<file path="config.mk">
export PLATFORM = sky130hd
export DESIGN_NAME = i2c_master_transaction_sequencer
export DESIGN_NICKNAME = d
export VERILOG_FILES = /design/src/rtl/i2cms_pkg.sv /design/src/rtl/i2cms_core.sv /design/src/rtl/i2c_master_transaction_sequencer.sv
export VERILOG_INCLUDE_DIRS = /design/src /design/src/rtl
export SDC_FILE = /design/constraint.sdc
export NUM_CORES = 1
export LEC_CHECK = 0
export ABC_AREA = 1
export ABC_CLOCK_PERIOD_IN_PS = 6800
export BUFFER_PORTS_ARGS = -buffer_cell sky130_fd_sc_hd__buf_2
export CAP_MARGIN = 10
export CORE_MARGIN = 2
export CORE_UTILIZATION = 45
export CTS_CLUSTER_SIZE = 20
export DETAILED_ROUTE_END_ITERATION = 16
export MAX_ROUTING_LAYER = met4
export REMOVE_ABC_BUFFERS = 1
export SETUP_SLACK_MARGIN = 0.1
export SKIP_LAST_GASP = 1
export SLEW_MARGIN = 10
export SYNTH_ARGS = -nofsm -noshare
export SYNTH_HDL_FRONTEND = slang
export SYNTH_SLANG_ARGS = --single-unit
</file>
<file path="constraint.sdc">
create_clock -name clk -period 6.8 [get_ports clk]
set_input_delay 1.7 -clock clk [delete_from_list [all_inputs] [get_ports clk]]
set_output_delay 1.7 -clock clk [all_outputs]
set_load 0.02 [all_outputs]
</file>
<file path="src/rtl/assert_macros.svh">
// Assertion macros shared by the RTL files that carry checks.
`ifndef ASSERT_MACROS_SVH
`define ASSERT_MACROS_SVH

// Same-cycle implication, disabled while reset is asserted
`define ASSERT_IMPL(label, ck, rn, ante, cons, msg) \
    label: assert property (@(posedge ck) disable iff (!rn) (ante) |-> (cons)) \
        else $error(msg);

// Next-cycle implication, disabled while reset is asserted
`define ASSERT_NEXT(label, ck, rn, ante, cons, msg) \
    label: assert property (@(posedge ck) disable iff (!rn) (ante) |=> (cons)) \
        else $error(msg);

`endif

</file>
<file path="src/rtl/i2cms_pkg.sv">
// Types, codes and constants of the I2C master transaction sequencer.
`default_nettype none

package i2cms_pkg;

    // Transmit queue geometry
    localparam int QUEUE_DEPTH = 16;
    localparam int IDX_W       = $clog2(QUEUE_DEPTH);
    localparam int CNT_W       = IDX_W + 1;

    // Configuration register indexes
    localparam logic [1:0] CFG_MASTER_MODE   = 2'd0;
    localparam logic [1:0] CFG_TICK_LIMIT    = 2'd1;
    localparam logic [1:0] CFG_SLAVE_ADDRESS = 2'd2;

    // Configuration reset values
    localparam logic        MASTER_MODE_RST   = 1'b1;
    localparam logic [15:0] TICK_LIMIT_RST    = 16'd10000;
    localparam logic [7:0]  SLAVE_ADDRESS_RST = 8'd160;

    // Status codes beyond the phase numbers
    localparam logic [4:0] ST_IDLE    = 5'd0;
    localparam logic [4:0] ERR_OFFSET = 5'd8;

    // Input transaction kinds
    typedef enum logic [1:0] {
        FN_LOAD  = 2'd0,
        FN_BEGIN = 2'd1,
        FN_POLL  = 2'd2,
        FN_NOP   = 2'd3
    } func_t;

    // Sequencer phases; the number doubles as the wait status
    typedef enum logic [3:0] {
        PH_IDLE    = 4'd0,
        PH_BUSY    = 4'd1,
        PH_START   = 4'd2,
        PH_ADDR_W  = 4'd3,
        PH_SENT    = 4'd4,
        PH_FINISH  = 4'd5,
        PH_RESTART = 4'd6,
        PH_ADDR_R  = 4'd7,
        PH_RECV    = 4'd8
    } phase_t;

    // Bus actions reported on the result channel
    typedef enum logic [3:0] {
        ACT_NONE    = 4'd0,
        ACT_START   = 4'd1,
        ACT_ADDR_W  = 4'd2,
        ACT_ADDR_R  = 4'd3,
        ACT_SEND    = 4'd4,
        ACT_ACK_ON  = 4'd5,
        ACT_ACK_OFF = 4'd6,
        ACT_STOP    = 4'd7,
        ACT_RECV    = 4'd8
    } action_t;

    // Bus flag bit positions
    localparam int FLAG_BUSY      = 0;
    localparam int FLAG_START     = 1;
    localparam int FLAG_ADDR_W    = 2;
    localparam int FLAG_SENT      = 3;
    localparam int FLAG_FINISHED  = 4;
    localparam int FLAG_ADDR_R    = 5;
    localparam int FLAG_RECEIVED  = 6;

    // One input transaction
    typedef struct packed {
        func_t      func;
        logic [3:0] tx_index;
        logic [7:0] tx_byte;
        logic [4:0] send_count;
        logic [4:0] receive_count;
        logic [6:0] bus_flags;
        logic [7:0] rx_byte;
    } in_item_t;

    // One result transaction
    typedef struct packed {
        action_t    action;
        logic [7:0] action_byte;
        logic [3:0] action_index;
        logic [4:0] status;
        logic [4:0] bytes_written;
        logic [4:0] bytes_read;
        logic       last;
    } out_item_t;

    // Configuration write
    typedef struct packed {
        logic        wr;
        logic [1:0]  index;
        logic [15:0] data;
    } cfg_wr_t;

endpackage

`default_nettype wire

</file>
<file path="src/rtl/i2cms_core.sv">
// Sequencer state, transmit queue and per-transaction next-state logic.
`default_nettype none

module i2cms_core (
    input  wire logic                 clk,
    input  wire logic                 rst_n,
    input  wire i2cms_pkg::cfg_wr_t   cfg,
    input  wire logic                 accept,
    input  wire i2cms_pkg::in_item_t  item,
    output i2cms_pkg::out_item_t      res0,
    output i2cms_pkg::out_item_t      res1,
    output logic                      two
);
    import i2cms_pkg::*;

    // Configuration registers
    logic        master_mode_reg;
    logic [15:0] tick_limit_reg;
    logic [7:0]  slave_address_reg;

    // Sequencer state
    phase_t      phase_reg, phase_next;
    logic [16:0] elapsed_reg, elapsed_next;
    logic [CNT_W-1:0] pend_send_reg, pend_send_next;
    logic [CNT_W-1:0] pend_recv_reg, pend_recv_next;
    logic [CNT_W-1:0] pos_reg, pos_next;
    logic [4:0]  status_reg, status_next;
    logic [CNT_W-1:0] written_reg, written_next;
    logic [CNT_W-1:0] read_reg, read_next;

    logic [7:0]  queue_reg [QUEUE_DEPTH];

    action_t     act0, act1;
    logic [7:0]  abyte0, abyte1;
    logic [3:0]  aidx0;

    // Write configuration registers
    always_ff @(posedge clk or negedge rst_n)
    begin
        if (!rst_n)
        begin
            master_mode_reg   <= MASTER_MODE_RST;
            tick_limit_reg    <= TICK_LIMIT_RST;
            slave_address_reg <= SLAVE_ADDRESS_RST;
        end
        else if (cfg.wr)
        begin
            case (cfg.index)
                CFG_MASTER_MODE:   master_mode_reg   <= cfg.data[0];
                CFG_TICK_LIMIT:    tick_limit_reg    <= cfg.data;
                CFG_SLAVE_ADDRESS: slave_address_reg <= cfg.data[7:0];
                default:           ;
            endcase
        end
    end

    // Load transmit queue slots
    always_ff @(posedge clk)
    begin
        if (accept && item.func == FN_LOAD)
            queue_reg[item.tx_index[IDX_W-1:0]] <= item.tx_byte;
    end

    // Hold sequencer state between transactions
    always_ff @(posedge clk or negedge rst_n)
    begin
        if (!rst_n)
        begin
            phase_reg     <= PH_IDLE;
            elapsed_reg   <= '0;
            pend_send_reg <= '0;
            pend_recv_reg <= '0;
            pos_reg       <= '0;
            status_reg    <= ST_IDLE;
            written_reg   <= '0;
            read_reg      <= '0;
        end
        else if (accept)
        begin
            phase_reg     <= phase_next;
            elapsed_reg   <= elapsed_next;
            pend_send_reg <= pend_send_next;
            pend_recv_reg <= pend_recv_next;
            pos_reg       <= pos_next;
            status_reg    <= status_next;
            written_reg   <= written_next;
            read_reg      <= read_next;
        end
    end

    // Decide next state and bus actions for one transaction
    always_comb
    begin
        phase_t           ph;
        logic             go;
        logic             met;
        logic [16:0]      el;
        logic [CNT_W-1:0] cnt;

        phase_next     = phase_reg;
        elapsed_next   = elapsed_reg;
        pend_send_next = pend_send_reg;
        pend_recv_next = pend_recv_reg;
        pos_next       = pos_reg;
        status_next    = status_reg;
        written_next   = written_reg;
        read_next      = read_reg;
        act0   = ACT_NONE;
        abyte0 = '0;
        aidx0  = '0;
        act1   = ACT_NONE;
        abyte1 = '0;
        two    = 1'b0;
        ph     = phase_reg;
        go     = 1'b0;
        met    = 1'b0;
        el     = elapsed_reg;
        cnt    = '0;

        case (item.func)
            FN_BEGIN:
            begin
                if (phase_reg == PH_IDLE)
                begin
                    pend_send_next = (item.send_count > CNT_W'(QUEUE_DEPTH))
                                   ? CNT_W'(QUEUE_DEPTH) : item.send_count;
                    pend_recv_next = (item.receive_count > CNT_W'(QUEUE_DEPTH))
                                   ? CNT_W'(QUEUE_DEPTH) : item.receive_count;
                    written_next   = '0;
                    read_next      = '0;
                end
            end
            FN_POLL:
            begin
                go = 1'b1;
                // Start a transaction from idle, or just clear in slave mode
                if (phase_reg == PH_IDLE)
                begin
                    if (!master_mode_reg)
                    begin
                        go             = 1'b0;
                        status_next    = ST_IDLE;
                        elapsed_next   = '0;
                        pend_send_next = '0;
                        pend_recv_next = '0;
                    end
                    else if (pend_send_reg == '0 && pend_recv_reg == '0)
                        go = 1'b0;
                    else
                    begin
                        ph = PH_BUSY;
                        el = '0;
                    end
                end

                if (go)
                begin
                    case (ph)
                        PH_BUSY:    met = !item.bus_flags[FLAG_BUSY];
                        PH_START:   met = item.bus_flags[FLAG_START];
                        PH_ADDR_W:  met = item.bus_flags[FLAG_ADDR_W];
                        PH_SENT:    met = item.bus_flags[FLAG_SENT];
                        PH_FINISH:  met = item.bus_flags[FLAG_FINISHED];
                        PH_RESTART: met = item.bus_flags[FLAG_START];
                        PH_ADDR_R:  met = item.bus_flags[FLAG_ADDR_R];
                        PH_RECV:    met = item.bus_flags[FLAG_RECEIVED];
                        default:    met = 1'b0;
                    endcase

                    // Enter the next wait unless a branch below finishes
                    phase_next   = ph;
                    status_next  = 5'(ph);
                    elapsed_next = '0;

                    if (!met)
                    begin
                        if (el > {1'b0, tick_limit_reg})
                        begin
                            phase_next     = PH_IDLE;
                            status_next    = 5'(ph) + ERR_OFFSET;
                            pend_send_next = '0;
                            pend_recv_next = '0;
                        end
                        else
                            elapsed_next = el + 17'd1;
                    end
                    else
                    begin
                        case (ph)
                            PH_BUSY, PH_FINISH:
                            begin
                                if (ph == PH_BUSY && pend_send_reg != '0)
                                begin
                                    act0       = ACT_START;
                                    phase_next = PH_START;
                                end
                                else if (pend_recv_reg != '0)
                                begin
                                    act0       = ACT_ACK_ON;
                                    act1       = ACT_START;
                                    two        = 1'b1;
                                    phase_next = PH_RESTART;
                                end
                                else
                                begin
                                    // Write-only transaction done
                                    act0           = ACT_STOP;
                                    phase_next     = PH_IDLE;
                                    pend_send_next = '0;
                                    pend_recv_next = '0;
                                end
                            end
                            PH_START:
                            begin
                                act0       = ACT_ADDR_W;
                                abyte0     = {slave_address_reg[7:1], 1'b0};
                                phase_next = PH_ADDR_W;
                            end
                            PH_ADDR_W:
                            begin
                                pos_next   = '0;
                                act0       = ACT_SEND;
                                abyte0     = queue_reg[0];
                                phase_next = PH_SENT;
                            end
                            PH_SENT:
                            begin
                                cnt          = pos_reg + CNT_W'(1);
                                written_next = cnt;
                                pos_next     = cnt;
                                if (cnt < pend_send_reg && cnt < CNT_W'(QUEUE_DEPTH))
                                begin
                                    act0       = ACT_SEND;
                                    abyte0     = queue_reg[cnt[IDX_W-1:0]];
                                    phase_next = PH_SENT;
                                end
                                else
                                    phase_next = PH_FINISH;
                            end
                            PH_RESTART:
                            begin
                                act0       = ACT_ADDR_R;
                                abyte0     = {slave_address_reg[7:1], 1'b1};
                                phase_next = PH_ADDR_R;
                            end
                            PH_ADDR_R:
                            begin
                                pos_next = '0;
                                if (pend_recv_reg == CNT_W'(1))
                                    act0 = ACT_ACK_OFF;
                                phase_next = PH_RECV;
                            end
                            PH_RECV:
                            begin
                                act0      = ACT_RECV;
                                abyte0    = item.rx_byte;
                                aidx0     = 4'(pos_reg);
                                cnt       = pos_reg + CNT_W'(1);
                                read_next = cnt;
                                pos_next  = cnt;
                                if (cnt < pend_recv_reg)
                                begin
                                    // Drop ACK ahead of the final byte
                                    if (cnt + CNT_W'(1) == pend_recv_reg)
                                    begin
                                        act1 = ACT_ACK_OFF;
                                        two  = 1'b1;
                                    end
                                    phase_next = PH_RECV;
                                end
                                else
                                begin
                                    act1           = ACT_STOP;
                                    two            = 1'b1;
                                    phase_next     = PH_IDLE;
                                    pend_send_next = '0;
                                    pend_recv_next = '0;
                                end
                            end
                            default:
                            begin
                                phase_next     = PH_IDLE;
                                pend_send_next = '0;
                                pend_recv_next = '0;
                            end
                        endcase
                        status_next = 5'(phase_next);
                    end
                end
            end
            default: ;
        endcase
    end

    // Build the result transactions from the post-update counters
    always_comb
    begin
        res0.action        = act0;
        res0.action_byte   = abyte0;
        res0.action_index  = aidx0;
        res0.status        = status_next;
        res0.bytes_written = 5'(written_next);
        res0.bytes_read    = 5'(read_next);
        res0.last          = !two;

        res1.action        = act1;
        res1.action_byte   = abyte1;
        res1.action_index  = '0;
        res1.status        = status_next;
        res1.bytes_written = 5'(written_next);
        res1.bytes_read    = 5'(read_next);
        res1.last          = 1'b1;
    end

endmodule

`default_nettype wire

</file>
<file path="src/rtl/i2c_master_transaction_sequencer.sv">
// I2C master transaction sequencer: stream front end and result buffer.
//
// Usage: each input transaction on the s_ group is a queue load, a begin
// (counts for the write and read phases) or a poll tick carrying the bus
// flags and the received data register. Every input transaction returns one
// or two result transactions on the m_ group; tlast marks the final one.
// The cfg channel writes master_mode (0), tick_limit (1), slave_address (2);
// cfg_ready is always high and writes are meant for idle periods.
// Results are registered: a result appears in the cycle after its input is accepted.
// Throughput: one input per cycle while m_tready is high and inputs return single results;
// one with two holds off the next until its first drains; the two-entry buffer sets this.
// Reset (rst_n low, asynchronous) clears the phase, counters, status and
// buffer and loads the configuration defaults; queue contents stay unknown
// until loaded. When the receiver stalls, the buffered result holds and
// s_tready drops until the buffer can take the next input's results.
`default_nettype none
`include "assert_macros.svh"

module i2c_master_transaction_sequencer (
    input  wire logic        clk,
    input  wire logic        rst_n,
    // Input stream
    input  wire logic        s_tvalid,
    output logic             s_tready,
    input  wire logic [39:0] s_tdata,  // tx_index[3:0], tx_byte[11:4], send_count[16:12],
                                       // receive_count[21:17], bus_flags[28:22],
                                       // rx_byte[36:29], zero fill [39:37]
    input  wire logic [1:0]  s_tuser,  // func[1:0]
    // Result stream
    output logic             m_tvalid,
    input  wire logic        m_tready,
    output logic [31:0]      m_tdata,  // action_byte[7:0], action_index[11:8], status[16:12],
                                       // bytes_written[21:17], bytes_read[26:22],
                                       // zero fill [31:27]
    output logic [3:0]       m_tuser,  // action[3:0]
    output logic             m_tlast,
    // Configuration write channel
    input  wire logic        cfg_valid,
    output logic             cfg_ready,
    input  wire logic [1:0]  cfg_index,
    input  wire logic [15:0] cfg_data
);
    import i2cms_pkg::*;

    in_item_t  item;
    cfg_wr_t   cfg;
    out_item_t res0, res1;
    logic      two;
    logic      accept;
    logic      take;

    out_item_t slot0_reg, slot1_reg;
    logic      valid0_reg, valid1_reg;

    // Unpack the input transaction
    always_comb
    begin
        item.func          = func_t'(s_tuser);
        item.tx_index      = s_tdata[3:0];
        item.tx_byte       = s_tdata[11:4];
        item.send_count    = s_tdata[16:12];
        item.receive_count = s_tdata[21:17];
        item.bus_flags     = s_tdata[28:22];
        item.rx_byte       = s_tdata[36:29];
    end

    assign cfg_ready = 1'b1;
    assign cfg       = '{wr: cfg_valid && cfg_ready, index: cfg_index, data: cfg_data};

    // Take a new input when the buffer drains this cycle or is empty
    assign take     = valid0_reg && m_tready;
    assign s_tready = !valid0_reg || (m_tready && !valid1_reg);
    assign accept   = s_tvalid && s_tready;

    i2cms_core u_core (
        .clk    (clk),
        .rst_n  (rst_n),
        .cfg    (cfg),
        .accept (accept),
        .item   (item),
        .res0   (res0),
        .res1   (res1),
        .two    (two)
    );

    // Track occupancy of the two result slots
    always_ff @(posedge clk or negedge rst_n)
    begin
        if (!rst_n)
        begin
            valid0_reg <= 1'b0;
            valid1_reg <= 1'b0;
        end
        else if (accept)
        begin
            valid0_reg <= 1'b1;
            valid1_reg <= two;
        end
        else if (take)
        begin
            valid0_reg <= valid1_reg;
            valid1_reg <= 1'b0;
        end
    end

    // Load or advance result payloads
    always_ff @(posedge clk)
    begin
        if (accept)
        begin
            slot0_reg <= res0;
            slot1_reg <= res1;
        end
        else if (take && valid1_reg)
            slot0_reg <= slot1_reg;
    end

    // Drive the result stream
    assign m_tvalid = valid0_reg;
    assign m_tuser  = slot0_reg.action;
    assign m_tlast  = slot0_reg.last;
    assign m_tdata  = {5'd0, slot0_reg.bytes_read, slot0_reg.bytes_written,
                       slot0_reg.status, slot0_reg.action_index, slot0_reg.action_byte};

    // Checks on the result buffer
    `ASSERT_IMPL(a_slot_order, clk, rst_n, valid1_reg, valid0_reg,
                 "second result slot filled while first slot empty")
    `ASSERT_IMPL(a_accept_room, clk, rst_n, accept && valid0_reg,
                 m_tready && !valid1_reg, "input taken while result buffer full")
    `ASSERT_NEXT(a_tail_follows, clk, rst_n, m_tvalid && m_tready && !m_tlast,
                 m_tvalid && m_tlast, "final result of a transaction missing")

endmodule

`default_nettype wire

</file>
Word-level counts from Yosys, hierarchy flattened
Memories as Yosys holds them, arrays and structs flattened.
Index checks and enable logic that the tools add are counted.

operators by class
  mux-type cells = 106
  equality and inequality tests = 16
  reduce and logical (&&, ||, !) cells = 38
  $add $sub $neg = 4
  $lt $le $gt $ge = 6

operators with widths
  operator                                                                number
  5-bit two-way mux                                                       34
  17-bit two-way mux                                                      9
  4-bit two-way mux                                                       17
  32-bit two-way mux                                                      2
  4-bit case mux with 7 select lines                                      2
  5-bit case mux with 2 select lines                                      5
  8-bit case mux with 5 select lines                                      1
  8-bit two-way mux                                                       4
  5-bit case mux with 3 select lines                                      2
  1-bit two-way mux                                                       21
  17-bit by 1-bit adder with 17-bit output (second input constant)        1
  17-bit by 16-bit > comparator with 1-bit output                         1
  4-bit by 3-bit equality test with 1-bit output (second input constant)  4
  3-bit two-way mux                                                       5
  5-bit by 1-bit adder with 5-bit output (second input constant)          2
  5-bit > comparator (second input constant)                              2
  5-bit zero test                                                         2
  5-bit < comparator                                                      2
  2-bit nonzero test                                                      5
  5-bit nonzero test                                                      2
  3-bit AND reduction                                                     3
  4-bit by 2-bit equality test with 1-bit output (second input constant)  2
  1-bit logical AND                                                       8
  4-bit case mux with 2 select lines                                      1
  22 further kinds                                                        33

storage, ports and cells
  RAM bits = 128
  bits of input ports = 65
  register bits = 129
  memories kept = 1
  logic and storage cells = 195
  output and inout port bits = 40

memories
  memory            depth  width  rd ports  clocked after memory_dff  write ports  line              source
  u_core.queue_reg  16     8      2         0                         1            i2cms_core.sv:31  logic [7:0] queue_reg [QUEUE_DEPTH];

Longest topological paths before layout
Gate-level depths: netlist of the first run.

  word-level depth = 16
  depth in mapped cells = 27
  depth with buffers taken out = 25

Hierarchy
A second synthesis of the first run with hierarchy kept.

second synthesis, totals
  cells, all modules = 1495
  area total of the unflattened synthesis = 13680.6 um^2

by module, submodules not included
  module                            instances  cells each  area an instance (um^2)
  i2cms_core                        1          1302        11114.4
  i2c_master_transaction_sequencer  1          193         2566.2

Worst setup path before layout of the first run
No wires, ideal clock.

  path kind = input to register
  from = input m_tready
  to = register slot0_reg (netlist bit m_tdata[0]) (enable)
  library setup time = 0.432 ns
  arrival time = 4.166 ns
  buffers on the path = 1
  path slack = 2.202 ns
  stages = 7
  cells stage by stage = nand2_1 -> nand2_1 -> nand2_1 -> inv_1 -> clkbuf_1 -> a21oi_1 -> a21oi_1

on the way
  cells in the longest elaborated chain, start to end = 4

RTL lines
  element                       line                                     source
  start, declared               i2c_master_transaction_sequencer.sv:31   input wire logic m_tready,
  1-bit logical AND             i2c_master_transaction_sequencer.sv:72   assign s_tready = !valid0_reg || (m_tready && !valid1_reg);
  1-bit logical OR              i2c_master_transaction_sequencer.sv:72
  named net s_tready            i2c_master_transaction_sequencer.sv:24   output logic s_tready,
  1-bit logical AND             i2c_master_transaction_sequencer.sv:73   assign accept = s_tvalid && s_tready;
  2-bit nonzero test (no line)  --
  end signal, assigned          i2c_master_transaction_sequencer.sv:111  slot0_reg <= res0;
  end signal, assigned          i2c_master_transaction_sequencer.sv:115  slot0_reg <= slot1_reg;
  end, declared                 i2c_master_transaction_sequencer.sv:52   out_item_t slot0_reg, slot1_reg;

The timed path passes the listed nets, and every way through them passes these cells.
A chain may end at the register's enable or synchronous reset.

Worst setup path after layout of the first run
  from = register u_core.pos_reg[0]
  to = register slot0_reg (netlist bit m_tdata[5]), data pin

on the way
  cells in the longest elaborated chain, start to end = 9

RTL lines
  element                                   line                                     source
  start, declared                           i2cms_core.sv:26                         logic [CNT_W-1:0] pos_reg, pos_next;
  start signal, assigned                    i2cms_core.sv:84                         pos_reg <= pos_next;
  5-bit by 1-bit adder with 5-bit output *  i2cms_core.sv:228                        cnt = pos_reg + CNT_W'(1);
  5-bit < comparator                        i2cms_core.sv:231                        if (cnt < pend_send_reg && cnt < CNT_W'(QUEUE_DEPTH))
  1-bit logical AND                         i2cms_core.sv:231
  8-bit two-way mux *                       i2cms_core.sv:231
  8-bit case mux with 5 select lines *      i2cms_core.sv:189                        case (ph)
  8-bit two-way mux *                       i2cms_core.sv:175                        if (!met)
  8-bit two-way mux *                       i2cms_core.sv:156                        if (go)
  8-bit two-way mux *                       i2cms_core.sv:120                        case (item.func)
  32-bit two-way mux *                      i2c_master_transaction_sequencer.sv:109  if (accept)

Every way passes the cells marked *; elsewhere a longest branch is shown, timed or not.

==> results of run 1 <==
==> worst paths after layout <==
path / start / endpoint / slack (ns) / depth (start not counted)
setup / recovery: u_core.pos_reg[0] / m_tdata[5] / 2.50 / 11
hold / removal: u_core.tick_limit_reg[10] / u_core.tick_limit_reg[10] / 0.48 / 2
setup reg to reg: u_core.pos_reg[0] / m_tdata[5] / 2.50 / 11
hold reg to reg: u_core.tick_limit_reg[10] / u_core.tick_limit_reg[10] / 0.48 / 2
max in group asynchronous: rst_n / u_core.pos_reg[0] / 4.66 / 2
min in group asynchronous: rst_n / u_core.slave_address_reg[6] / 1.02 / 1
==> synth_stat cells (3+ instances only) <==
cell        n  share of area [%]
a21oi_1    63                2.5
a22o_1      6               0.42
a31oi_1     6               0.30
a41oi_1     6               0.42
buf_1       4               0.12
buf_2       6               0.24
buf_4       8               0.48
buf_6       3               0.27
clkbuf_1   28               0.84
clkinv_1    4               0.12
dfrtp_1    69                 14
dfstp_2     8                1.7
edfxtp_1  177                 43
ha_1       33                3.3
inv_1     132                4.0
inv_2       8               0.24
nand2_1   333                 10
nand2_2    16               0.80
nand3_1   117                4.7
nand3_2     8               0.64
nand3b_1    7               0.42
nand4_1    15               0.75
nor2_1     96                2.9
nor2_2     10               0.50
nor2_4      4               0.36
nor3_1      8               0.32
nor3_2      3               0.24
o211ai_1    9               0.54
o21ai_0    54                2.2
o21ai_1     9               0.36
o221ai_1    6               0.42
o22ai_1    13               0.65
xor2_1     11               0.77
==> kinds of logic after synthesis <==
family          after synthesis
xor+xnor                     12
fa+ha+maj                    33
compound gates              184
simple gates                627
buf+inv                     194
flops                       254
other cells                   2
==> power by group <==
| part | internal [uW] | leakage, uW | switching (uW) | total (uW) |
|---|---|---|---|---|
| clock | 1030 | 0.000488 | 620 | 1650 |
| sequential | 1810 | 0.00257 | 108 | 1920 |
| combinational | 462 | 0.00309 | 987 | 1450 |
==> critical path, cell delays in order (launching register included) <==
cell and delay (ns):
dfrtp_2 0.33, buf_4 0.56, ha_1 0.34, xnor2_2 0.13
buf_4 0.33, inv_1 0.41, ha_1 0.43, a21oi_1 0.16
o2111ai_1 0.20, nor2_1 0.75, nand3_1 0.26, a41oi_1 0.22
==> layer usage <==
metal	wire length, um	global-route usage (%)	up-vias
li1	-	-	4587
met1	13670	29.49	4413
met2	14600	36.40	256
met3	1656	2.915	50
met4	669	5.388	0
met5	0	-	-
==> area by class of cell <==
cell class	instances	area share (%)
clock buffers	30	4.815
inverters	145	3.832
flip-flops and latches	254	50.84
clock inverters	20	2.157
repair buffers	104	3.824
multi-input cells	862	31.27
well taps	372	3.262
==> stage by stage <==
stage,cell area (um^2),power [uW],hold slack (ns),util [%]
6_report,14270,5016,0.4818,52.65
5_1_grt,14270,5300,0.5097,52.65
4_1_cts,14270,5046,0.4852,52.65
3_5_place_dp,13270,3386,0.4699,48.98
3_3_place_gp,13270,3355,0.4633,48.98
2_1_floorplan,12250,2913,0.4488,-
==> results.py, run 1 <==
metrics = {
    "power": {
        "peakVddDrop_uv": 204.2,
        "power_density_nw_per_um2": 351.6,
        "p_leak_uw": 0.006152,
    },
    "floorplan": {
        "ios": 105,
        "die_area_um2": 29080,
        "die_w_um": 170.5,
        "initial_core_util_pct": 46.04,
        "core-area_um2": 27100,
        "die_y_um": 170.5,
        "rows": 60,
    },
    "clock_network": {
        "clk_latency_ns": 0.56,
        "postCtsSetupBuffers": 0,
        "clock_path_buffers": 3,
        "cts_buffers": 27,
        "root_buffer": "clkbuf_16",
        "clock_sinks": 254,
        "hold_buffers": 0,
        "clk_pin_slew_ns": 0.06,
        "cts_tree": "built",
        "cts_resized": 0,
        "htree_levels": 1,
    },
    "synth": {
        "synth-simple-area-share_pct": 22.55,
        "synth-compound-area-share_pct": 8.724,
        "synthCells": 1306,
        "synth_edf_count": 177,
        "synth_seq_area_share_pct": 58.12,
        "synth-async-reset-ratio_pct": 30.31,
        "synth_cell_types": 53,
        "yosys_warnings": 0,
        "synth_seq_cells": 254,
        "syn_avg_cell_area_um2": 9.555,
        "muxShareOfSynthArea_pct": 0,
        "synth-adder-area-share_pct": 3.309,
        "synth_top_family_by_area": "simple AND/OR/NAND/NOR gates",
        "netlist_area_um2": 12480,
        "yosys.area_share.xor_xnor_pct": 0.9024,
        "synth_flop_cell": "edfxtp_1",
    },
    "route": {
        "wl_per_cell_um": 17.12,
        "drt_iter0_drc": 700,
        "drt_first_pass_iters": 6,
        "drc": 0,
        "vias": 9306,
        "totalWireLength_um": 30600,
        "vias_per_cell": 5.208,
        "ant_nets": 0,
    },
    "placed_design": {
        "io_buffers": 95,
        "dp_cells": 1737,
        "pre_cts_slack_ns": 2.507,
        "post-dp-hpwl_um": 20520,
        "place.gp.congestion": 0.8314,
    },
    "final_layout": {
        "fin_nets": 1492,
        "seqCellArea_um2": 7253,
        "mostFrequentLayoutCells": "nand2_1, edfxtp_1, inv_1",
        "largest_reg_flops": 128,
        "final_layout_size_suffix_gt1_share_pct": 15.12,
        "final_common_cell": "nand2_1",
        "multiInputGateArea_um2": 4462,
        "instances_no_fill": 1787,
        "antenna_cells": 0,
        "synthToLayoutAreaGrowth_pct": 14.34,
        "fill_cells": 2506,
    },
    "timing": {
        "setup_tns_ns": 0,
        "slew_headroom_pct": 21.48,
        "period_minus_slack_ns": 4.297,
        "finalClockSkew_ns": 0.01485,
        "hold_viol_final": 0,
        "worstMarginPinSlew_ns": 1.175,
        "max_freq_ghz": 0.2327,
        "maxSlewViolCount": 0,
        "setup_violations": 0,
        "fin_crit_sh_pct": 63.19,
        "rsz0062_at_grt": "false",
        "finalWorstSetupSlack_ns": 2.503,
    },
    "global_routing": {
        "grt_usage_pct": 22.19,
        "grt_pass1_wl_um": 48720,
        "overflow": 0,
        "grt_pass1_vias": 9020,
        "grt_antenna_before_repair": 0,
        "grt_max_degree": 61,
    },
    "setup_path": {
        "critPathMaxFanout": 60,
        "start_kind": "flop",
        "cp_data_arrival_time_ns": 4.69,
        "critical_path.endpoint_type": "flop",
        "crit_type": "flop to flop",
        "worstPathRequired_ns": 7.19,
    },
    "flow_run": {
        "cap_violations": 0,
    },
    "status": {
        "status": "completed",
    },
    "min_path": {
        "worstHoldPathType": "flop to flop",
    },
}
(Power assumes the default switching activity.)
==> run 2, diff against run 1 <==
Settings changed: ABC_CLOCK_PERIOD_IN_PS 6800 to 4040.
Clock period 6.8 ns to 4.04 ns, I/O delays scaled along.
==> results.py, run 2 (same netlist as run 1, synthesis figures left out) <==
metrics = {
    "placed_design": {
        "post-dp-hpwl_um": 21100,
        "io_buffers": 95,
        "place.gp.congestion": 0.8867,
        "dp_cells": 1763,
    },
    "clock_network": {
        "clock_path_buffers": 3,
        "clk_latency_ns": 0.55,
        "cts_tree": "built",
        "clock_sinks": 254,
        "cts_resized": 0,
        "postCtsSetupBuffers": 0,
        "cts_buffers": 27,
        "root_buffer": "clkbuf_16",
        "clk_pin_slew_ns": 0.06,
        "hold_buffers": 0,
        "htree_levels": 1,
    },
    "setup_path": {
        "cp-endpoint": "m_tdata[15]",
        "crit_type": "flop to flop",
        "crit_start": "u_core.pend_recv_reg[1]",
        "reg2reg_depth": 26,
        "slowest_delay_ns": 0.43,
        "cp_slowest_cell": "dfrtp_1",
        "r2r_end": "m_tdata[15]",
        "cp_data_arrival_time_ns": 3.82,
        "start_kind": "flop",
        "critical_path.endpoint_type": "flop",
        "r2r-start": "u_core.pend_recv_reg[1]",
        "critPathMaxFanout": 22,
        "worstPathRequired_ns": 4.45,
        "crit_top_cell": "nand2_1",
        "r2r_slack_ns": 0.64,
    },
    "final_layout": {
        "fill_cells": 2506,
        "instances_no_fill": 1812,
        "antenna_cells": 0,
        "fin_util_pct": 52.69,
        "multiInputGateArea_um2": 4462,
        "synthToLayoutAreaGrowth_pct": 14.44,
        "fin_nets": 1518,
        "mostFrequentLayoutCells": "nand2_1, edfxtp_1, inv_1",
        "final_layout_size_suffix_gt1_share_pct": 16.32,
        "seqCellArea_um2": 7253,
        "largest_reg_flops": 128,
        "final_common_cell": "nand2_1",
    },
    "route": {
        "vias": 9416,
        "totalWireLength_um": 30750,
        "drc": 0,
        "vias_per_cell": 5.196,
        "drt_iter0_drc": 706,
        "wl_per_cell_um": 16.97,
        "ant_nets": 0,
        "drt_first_pass_iters": 5,
    },
    "timing": {
        "max_freq_ghz": 0.2937,
        "hold_viol_final": 0,
        "setup_violations": 0,
        "rsz0062_at_grt": "false",
        "finalClockSkew_ns": 0.007848,
        "slew_headroom_pct": 23.79,
        "fin_crit_sh_pct": 84.28,
        "maxSlewViolCount": 0,
        "worstMarginPinSlew_ns": 1.141,
        "period_minus_slack_ns": 3.405,
    },
    "floorplan": {
        "rows": 60,
        "die_y_um": 170.5,
        "die_w_um": 170.5,
        "initial_core_util_pct": 46.04,
        "core-area_um2": 27100,
        "die_area_um2": 29080,
        "ios": 105,
    },
    "global_routing": {
        "grt_usage_pct": 22.19,
        "grt_antenna_before_repair": 0,
        "grt_pass1_wl_um": 48800,
        "overflow": 0,
        "grt_pass1_vias": 9148,
        "grt_max_degree": 59,
    },
    "min_path": {
        "worstHoldPathType": "input pin to async pin",
    },
    "power": {
        "p_leak_uw": 0.006198,
        "peakVddDrop_uv": 374.9,
        "power_density_nw_per_um2": 560.7,
    },
    "status": {
        "status": "completed",
    },
    "flow_run": {
        "cap_violations": 0,
    },
}
## run 2: changes by cell type in the layout (fill, tap and decap cells not counted), sizes merged
cell	previous run	this run
bufinv	8	1
clkinv	15	18
clkinvlp	0	1
buf	104	130
clkbuf	30	32
## run 2: per-stage QoR
step	cell area, um^2	worst slack [ns]	hold WS, ns	TNS, ns	total power, uW
after floorplan	12250	-0.6551	0.4488	-34.51	4903
after detailed placement	13470	0.6573	0.4669	0	5724
after global routing	14280	0.2879	0.4299	0	8503
after CTS	14280	0.6279	0.3978	0	8049
after global placement	13470	0.6694	0.4663	0	5691
final	14280	0.6353	0.3997	0	8007
## run 2: worst min path at each step
stage / start / endpoint / slack [ns] / cells after the start
2_1_floorplan: u_core.pend_send_reg[4] / u_core.pend_send_reg[4] / 0.45 / 2
3_3_place_gp: u_core.status_reg[2] / u_core.status_reg[2] / 0.47 / 2
6_report: rst_n / u_core.elapsed_reg[10] / 0.40 / 1
4_1_cts: rst_n / u_core.elapsed_reg[10] / 0.40 / 1
3_5_place_dp: u_core.status_reg[2] / u_core.status_reg[2] / 0.47 / 2
5_1_grt: rst_n / u_core.slave_address_reg[4] / 0.43 / 1
## run 2: per-layer routing
metal	track usage, %	share of wire (%)	up-vias
met1	29.12	45	4498
met3	3.331	4.4	53
li1	-	-	4649
met4	6.355	2.7	0
met5	-	0	-
met2	36.07	48	216
## run 2: area by class of cell
class                           count  share of cell area (%)
Clock inverter                     17                  0.8236
Tap cell                          372                   3.259
Clock buffer                       32                   4.863
Multi-Input combinational cell    862                   31.25
Timing Repair Buffer              130                   5.187
Sequential cell                   254                   50.79
Inverter                          145                   3.829
## run 2: power breakdown
group	internal (uW)	switching (uW)
Clock	1290	1020
Combinational	803	1690
Sequential	3040	159
Total	5140	2870
## run 2: critical path, delay by kind of cell, from the launching register on
family / cells / cell delay (ns)
compound gates: 2 / 0.37
flops: 1 / 0.43
buf+inv: 3 / 0.52
fa+ha+maj: 2 / 0.51
simple gates: 19 / 1.45
